$ cat src/hdl/bsa_pkg.sv
// Package for the boids steering accumulator: constants, unit command types
// and the saturating 48-bit add. Used by every RTL file.
package bsa_pkg;
   localparam int MAX_NEIGHBORS = 1024;
   localparam int FRAC_BITS = 8;
   localparam int CNT_W = $clog2(MAX_NEIGHBORS + 1);
   localparam logic signed [47:0] SUM_MAX = 48'sh7FFF_FFFF_FFFF;
   localparam logic signed [47:0] SUM_MIN = 48'sh8000_0000_0000;

   typedef struct packed {
      logic start;
      logic sqrt_op;
   } bsa_cmd_type;

   typedef struct packed {
      logic busy;
      logic done;
   } bsa_sts_type;

   function automatic logic signed [47:0] sat48(input logic signed [47:0] a,
                                                input logic signed [47:0] b);
      logic signed [48:0] r;
      r = {a[47], a} + {b[47], b};
      if (r[48] != r[47]) return r[48] ? SUM_MIN : SUM_MAX;
      return r[47:0];
   endfunction
endpackage

$ cat src/hdl/bsa_divsqrt.sv
// Shared iterative unit: unsigned 64/64 restoring divide or 64-bit integer
// square root, one quotient or root bit per cycle. Depends on bsa_pkg.
module bsa_divsqrt (
   input  logic                clock,
   input  logic                reset,
   input  bsa_pkg::bsa_cmd_type cmd,
   input  logic [63:0]         num,
   input  logic [63:0]         den,
   output bsa_pkg::bsa_sts_type sts,
   output logic [63:0]         result
);
   import bsa_pkg::*;

   logic [65:0] rem_ff, rem_in;
   logic [63:0] quo_ff, quo_in;
   logic [63:0] src_ff, src_in;
   logic [63:0] den_ff, den_in;
   logic [6:0]  cnt_ff, cnt_in;
   logic        busy_ff, busy_in;
   logic        done_ff, done_in;
   logic        op_ff, op_in;
   logic [65:0] shifted;
   logic [65:0] sub;
   logic [66:0] diff;
   logic        ge;

   always_comb begin
      if (op_ff) begin
         shifted = {rem_ff[63:0], src_ff[63:62]};
         sub = {quo_ff, 2'b01};
      end else begin
         shifted = {rem_ff[64:0], src_ff[63]};
         sub = {2'b00, den_ff};
      end
      diff = {1'b0, shifted} - {1'b0, sub};
      ge = ~diff[66];

      rem_in = rem_ff;
      quo_in = quo_ff;
      src_in = src_ff;
      den_in = den_ff;
      cnt_in = cnt_ff;
      busy_in = busy_ff;
      done_in = 1'b0;
      op_in = op_ff;
      if (cmd.start) begin
         rem_in = '0;
         quo_in = '0;
         src_in = num;
         den_in = den;
         op_in = cmd.sqrt_op;
         cnt_in = cmd.sqrt_op ? 7'd32 : 7'd64;
         busy_in = 1'b1;
      end else if (busy_ff) begin
         rem_in = ge ? diff[65:0] : shifted;
         quo_in = {quo_ff[62:0], ge};
         src_in = op_ff ? {src_ff[61:0], 2'b00} : {src_ff[62:0], 1'b0};
         cnt_in = cnt_ff - 7'd1;
         if (cnt_ff == 7'd1) begin
            busy_in = 1'b0;
            done_in = 1'b1;
         end
      end
   end

   always_ff @(posedge clock) begin
      rem_ff <= rem_in;
      quo_ff <= quo_in;
      src_ff <= src_in;
      den_ff <= den_in;
      cnt_ff <= cnt_in;
      op_ff <= op_in;
      if (reset) begin
         busy_ff <= 1'b0;
         done_ff <= 1'b0;
      end else begin
         busy_ff <= busy_in;
         done_ff <= done_in;
      end
   end

   assign sts.busy = busy_ff;
   assign sts.done = done_ff;
   assign result = quo_ff;
endmodule

$ cat config.mk
export PLATFORM = sky130hd
export DESIGN_NAME = bsa_divsqrt
export DESIGN_NICKNAME = d
export VERILOG_FILES = /design/src/hdl/bsa_pkg.sv /design/src/hdl/bsa_divsqrt.sv
export SDC_FILE = /design/constraint.sdc
export NUM_CORES = 1
export LEC_CHECK = 0
export BUFFER_PORTS_ARGS = -buffer_cell sky130_fd_sc_hd__buf_4
export CELL_PAD_IN_SITES_DETAIL_PLACEMENT = 0
export CELL_PAD_IN_SITES_GLOBAL_PLACEMENT = 1
export CORE_MARGIN = 5
export CORE_UTILIZATION = 46
export CTS_CLUSTER_DIAMETER = 40
export DETAILED_ROUTE_END_ITERATION = 8
export PLACE_DENSITY = 0.93
export SYNTH_ARGS = -nofsm -noshare
export SYNTH_HDL_FRONTEND = slang
export SYNTH_SLANG_ARGS = --single-unit
$ cat constraint.sdc
create_clock -name clock -period 4.9 [get_ports clock]
set_clock_uncertainty 0.05 [all_clocks]
set_input_delay 0.245 -clock clock [delete_from_list [all_inputs] [get_ports clock]]
set_output_delay 0.245 -clock clock [all_outputs]
set_load 0.01 [all_outputs]
==> summary.md <==
| Metric | Value |
|---|---|
| Xor and xnor area share after synthesis | `0.0365` |
| Worst Hold Class | `in2reg` |
| Pwr dens | `436 nW/um2` |
| Clock buffer depth | `3` |
| Sw frac | `0.346` |
| Share of post-route cells with drive strength above 1 | `0.192` |
| Crit path time final | `4.36 ns` |
| Height of the die | `195 um` |
| Residual DRC | `0` |
| Compound-Gate Fraction of Synth Area | `0.153` |
| Drt pass-1 iters | `5` |
| Avg Cell Area, Syn | `9.88 um2` |
| Placed cell area | `17600 um2` |
| Leakage Power | `8.59 nW` |
| Die area | `38200 um2` |
| F_max | `229 MHz` |
| Number of CTS-inserted buffers | `40` |
| Clock latency on the worst-skew pair | `0.52 ns` |
| First-pass GRT wire length | `66200 um` |
| CP endpoint kind | `flop` |
| Final nets | `2070` |
| Multiplexer area fraction after synthesis | `0.188` |
| Setup bufs post-CTS | `0` |
| RD Place Congestion | `0.894` |
| Max-capacitance violation count | `0` |
| FFs w/ async S/R, synth | `0` |
| Final TNS setup | `0 ns` |
| Final Cycle Share | `0.890` |
| EDFF count, synth | `136` |
| Synth Flop Type | `edfxtp_1` |
| Worst endpoint required time | `5.21 ns` |
| Post-synthesis simple-gate area fraction | `0.110` |
| CTS Sinks | `267` |
| Combinational Power Share | `0.368` |
| Routed wire per std cell | `17.2 um` |
| All-Layer GR Usage | `0.203` |
| Worst-path fanout max | `33` |
| Row cnt | `68` |
| Final hold vios | `0` |
| Sequential share of power | `0.311` |
| CTS H-tree lvls | `2` |
| FF+latch count, synth | `267` |
| Slew HR | `0.312` |
| Crit path arrival time | `4.67 ns` |
| Internal power consumption | `0.00576 W` |
| Via/cell ratio | `5.52` |
| Slew Limit Fails | `0` |
| Register-to-register setup slack | `0.54 ns` |
| Seq/Total Area, Yosys | `0.424` |
| Via count of the first global-routing pass | `12900` |
| P_sw | `0.00304 W` |
| Antenna violations before repair | `1` |
| Count of cell types in the netlist | `65` |
| Clk pwr share | `0.322` |
| GRT overflow | `0` |
| Yosys warning count | `0` |
| Fin util | `0.589` |
| Top Ports | `198` |
| RSZ-0062 raised after global routing | `no` |
| Pin slew with the least headroom to its limit | `1.03 ns` |
| DR iter-0 viols | `839` |
| Main combinational cell family by area after synthesis | `multiplexers` |
| Status | `completed` |
| Area delta synth->final | `27.7%` |
| Post-DRT Antenna Nets | `0` |
| Post-Synth Adder-Cell Area | `0.0550` |
| Net count after synthesis | `1803` |
| DIE WIDTH | `195 um` |
| Final Setup Violations | `0` |
| Synth Cell Area | `15800 um2` |
| Clock-pin slew on the worst setup and hold paths | `0.06 ns` |
| Max IR drop VDD | `296 uV` |
| Detailed Route WL | `40600 um` |
| Startpoint Class | `flop` |
| Critical path class | `reg2reg` |
| Starting Density | `0.461` |
| Vias | `13000` |
| CTS root buf | `clkbuf_16` |
| Syn Inst Count | `1602` |
| Final instance area | `20200 um2` |
| HPWL Detailed | `26800 um` |
| Core area | `34300 um2` |
| Largest net degree at the start of global routing | `153` |
| CTS tree | `done` |
| Port bufs | `197` |
worst paths after layout:
check | endpoint | cells after the start | start
worst min-delay path | src_ff[10] | 3 | num[10]
worst max-delay path | rem_ff[20] | 15 | op_ff
worst max register to register | rem_ff[20] | 15 | op_ff
worst min register to register | rem_ff[64] | 2 | rem_ff[64]
cells in the final DEF (no fill, tap or decap), types with 68 or more instances in the layout:
master	n
dlygate4sd3_1	126
mux2i_1	225
o21ai_0	116
a21oi_1	87
ha_1	68
dfxtp_1	130
nand2_1	134
nor2_1	168
buf_4	205
edfxtp_1	136
kinds of logic (layout without fill, tap and decap cells):
| group | after synthesis | count (layout) |
|---|---|---|
| other | 0 | 3 |
| adder cells (fa/ha/maj) | 69 | 69 |
| XOR/XNOR | 66 | 66 |
| AND/OR/NAND/NOR | 397 | 397 |
| buffers and inverters | 130 | 429 |
| AO/OA/AOI/OAI | 384 | 384 |
| multiplexers | 289 | 289 |
| flip-flops | 267 | 267 |
critical path, stage by stage (launching register included):
cell and delay [ns]:
edfxtp_1 0.50, buf_4 0.33, buf_4 0.36, mux2i_1 0.13
ha_1 0.41, nand4_1 0.23, nor2_1 0.20, a41oi_1 0.14
a21oi_1 0.27, nand2_1 0.11, a31oi_1 0.24, o21ai_1 0.16
a31oi_4 0.21, buf_4 0.47, mux2i_1 0.27, a211oi_1 0.09
power by group through the flow:
stage               Combinational [W]  Clock (W)  Sequential (W)
floorplan                     0.00247          0         0.00272
global placement              0.00307          0         0.00277
detailed placement            0.00311          0         0.00277
CTS                           0.00321    0.00289         0.00273
global route                  0.00357    0.00299         0.00276
finish                        0.00323    0.00283         0.00273
routing by layer:
layer,vias up,track usage,part of all wire,wire (um)
met5,-,0,0,0
met4,0,0.0390,0.017,677
met3,59,0.0336,0.058,2350
met2,381,0.330,0.46,18700
met1,6148,0.289,0.47,18900
li1,6434,-,-,-
cell usage after synthesis (3+ instances only):
cell	instances	area share
nor2b_1	7	0.0028
inv_1	19	0.0045
nor3_1	14	0.0044
nand4_1	23	0.0091
nand2_1	134	0.032
mux2i_1	225	0.14
clkbuf_1	76	0.018
o21ai_0	116	0.037
nand2b_1	6	0.0024
mux2_2	64	0.046
o32ai_1	3	0.0017
nand3_1	12	0.0038
buf_2	12	0.0038
a21boi_0	3	0.0014
and4_1	3	0.0017
edfxtp_1	136	0.26
buf_1	17	0.0040
a211oi_1	56	0.027
or3_1	6	0.0024
and3_1	6	0.0024
buf_4	6	0.0028
and2_1	4	0.0016
xor2_1	27	0.015
or2_2	3	0.0012
a21o_1	38	0.018
o21bai_1	10	0.0047
a221oi_1	3	0.0017
o21a_1	10	0.0047
xnor2_1	39	0.022
a31o_2	4	0.0022
nor2_1	168	0.040
o31ai_1	5	0.0024
o21ai_1	11	0.0035
a22oi_1	6	0.0028
a31oi_1	5	0.0020
dfxtp_1	131	0.17
a21oi_1	87	0.028
o22ai_1	5	0.0020
ha_1	68	0.054
stage by stage:
stage	cells	setup WS (ns)	hold slack [ns]	power [W]
after floorplan	1602	0.530	0.267	0.00519
after global placement	2156	0.675	0.372	0.00584
final	2359	0.537	0.0270	0.00880
after CTS	2356	0.543	0.00971	0.00883
after global routing	2357	0.112	0.0224	0.00932
after detailed placement	2156	0.574	0.374	0.00589
final cells by class:
type	instances	area, um2
Antenna cell	3	7.51
Clock buffer	46	1050
Clock inverter	28	289
Fill cell	2835	14100
Inverter	19	71.3
Multi-Input combinational cell	1205	8600
Sequential cell	267	6710
Tap cell	455	569
Timing Repair Buffer	336	2900
what timing repair did:
action,CTS,global route
gates resized for setup,0,0
hold endpoints to repair,127,0
hold buffers,126,0
sequential cells by signal, summed over array words and instances (netlist names):
name,flops
busy_ff,1
cnt_ff,7
den_ff,64
done_ff,1
op_ff,1
rem_ff,65
result,64
src_ff,64
No activity file was read; power rests on OpenSTA's default activity.
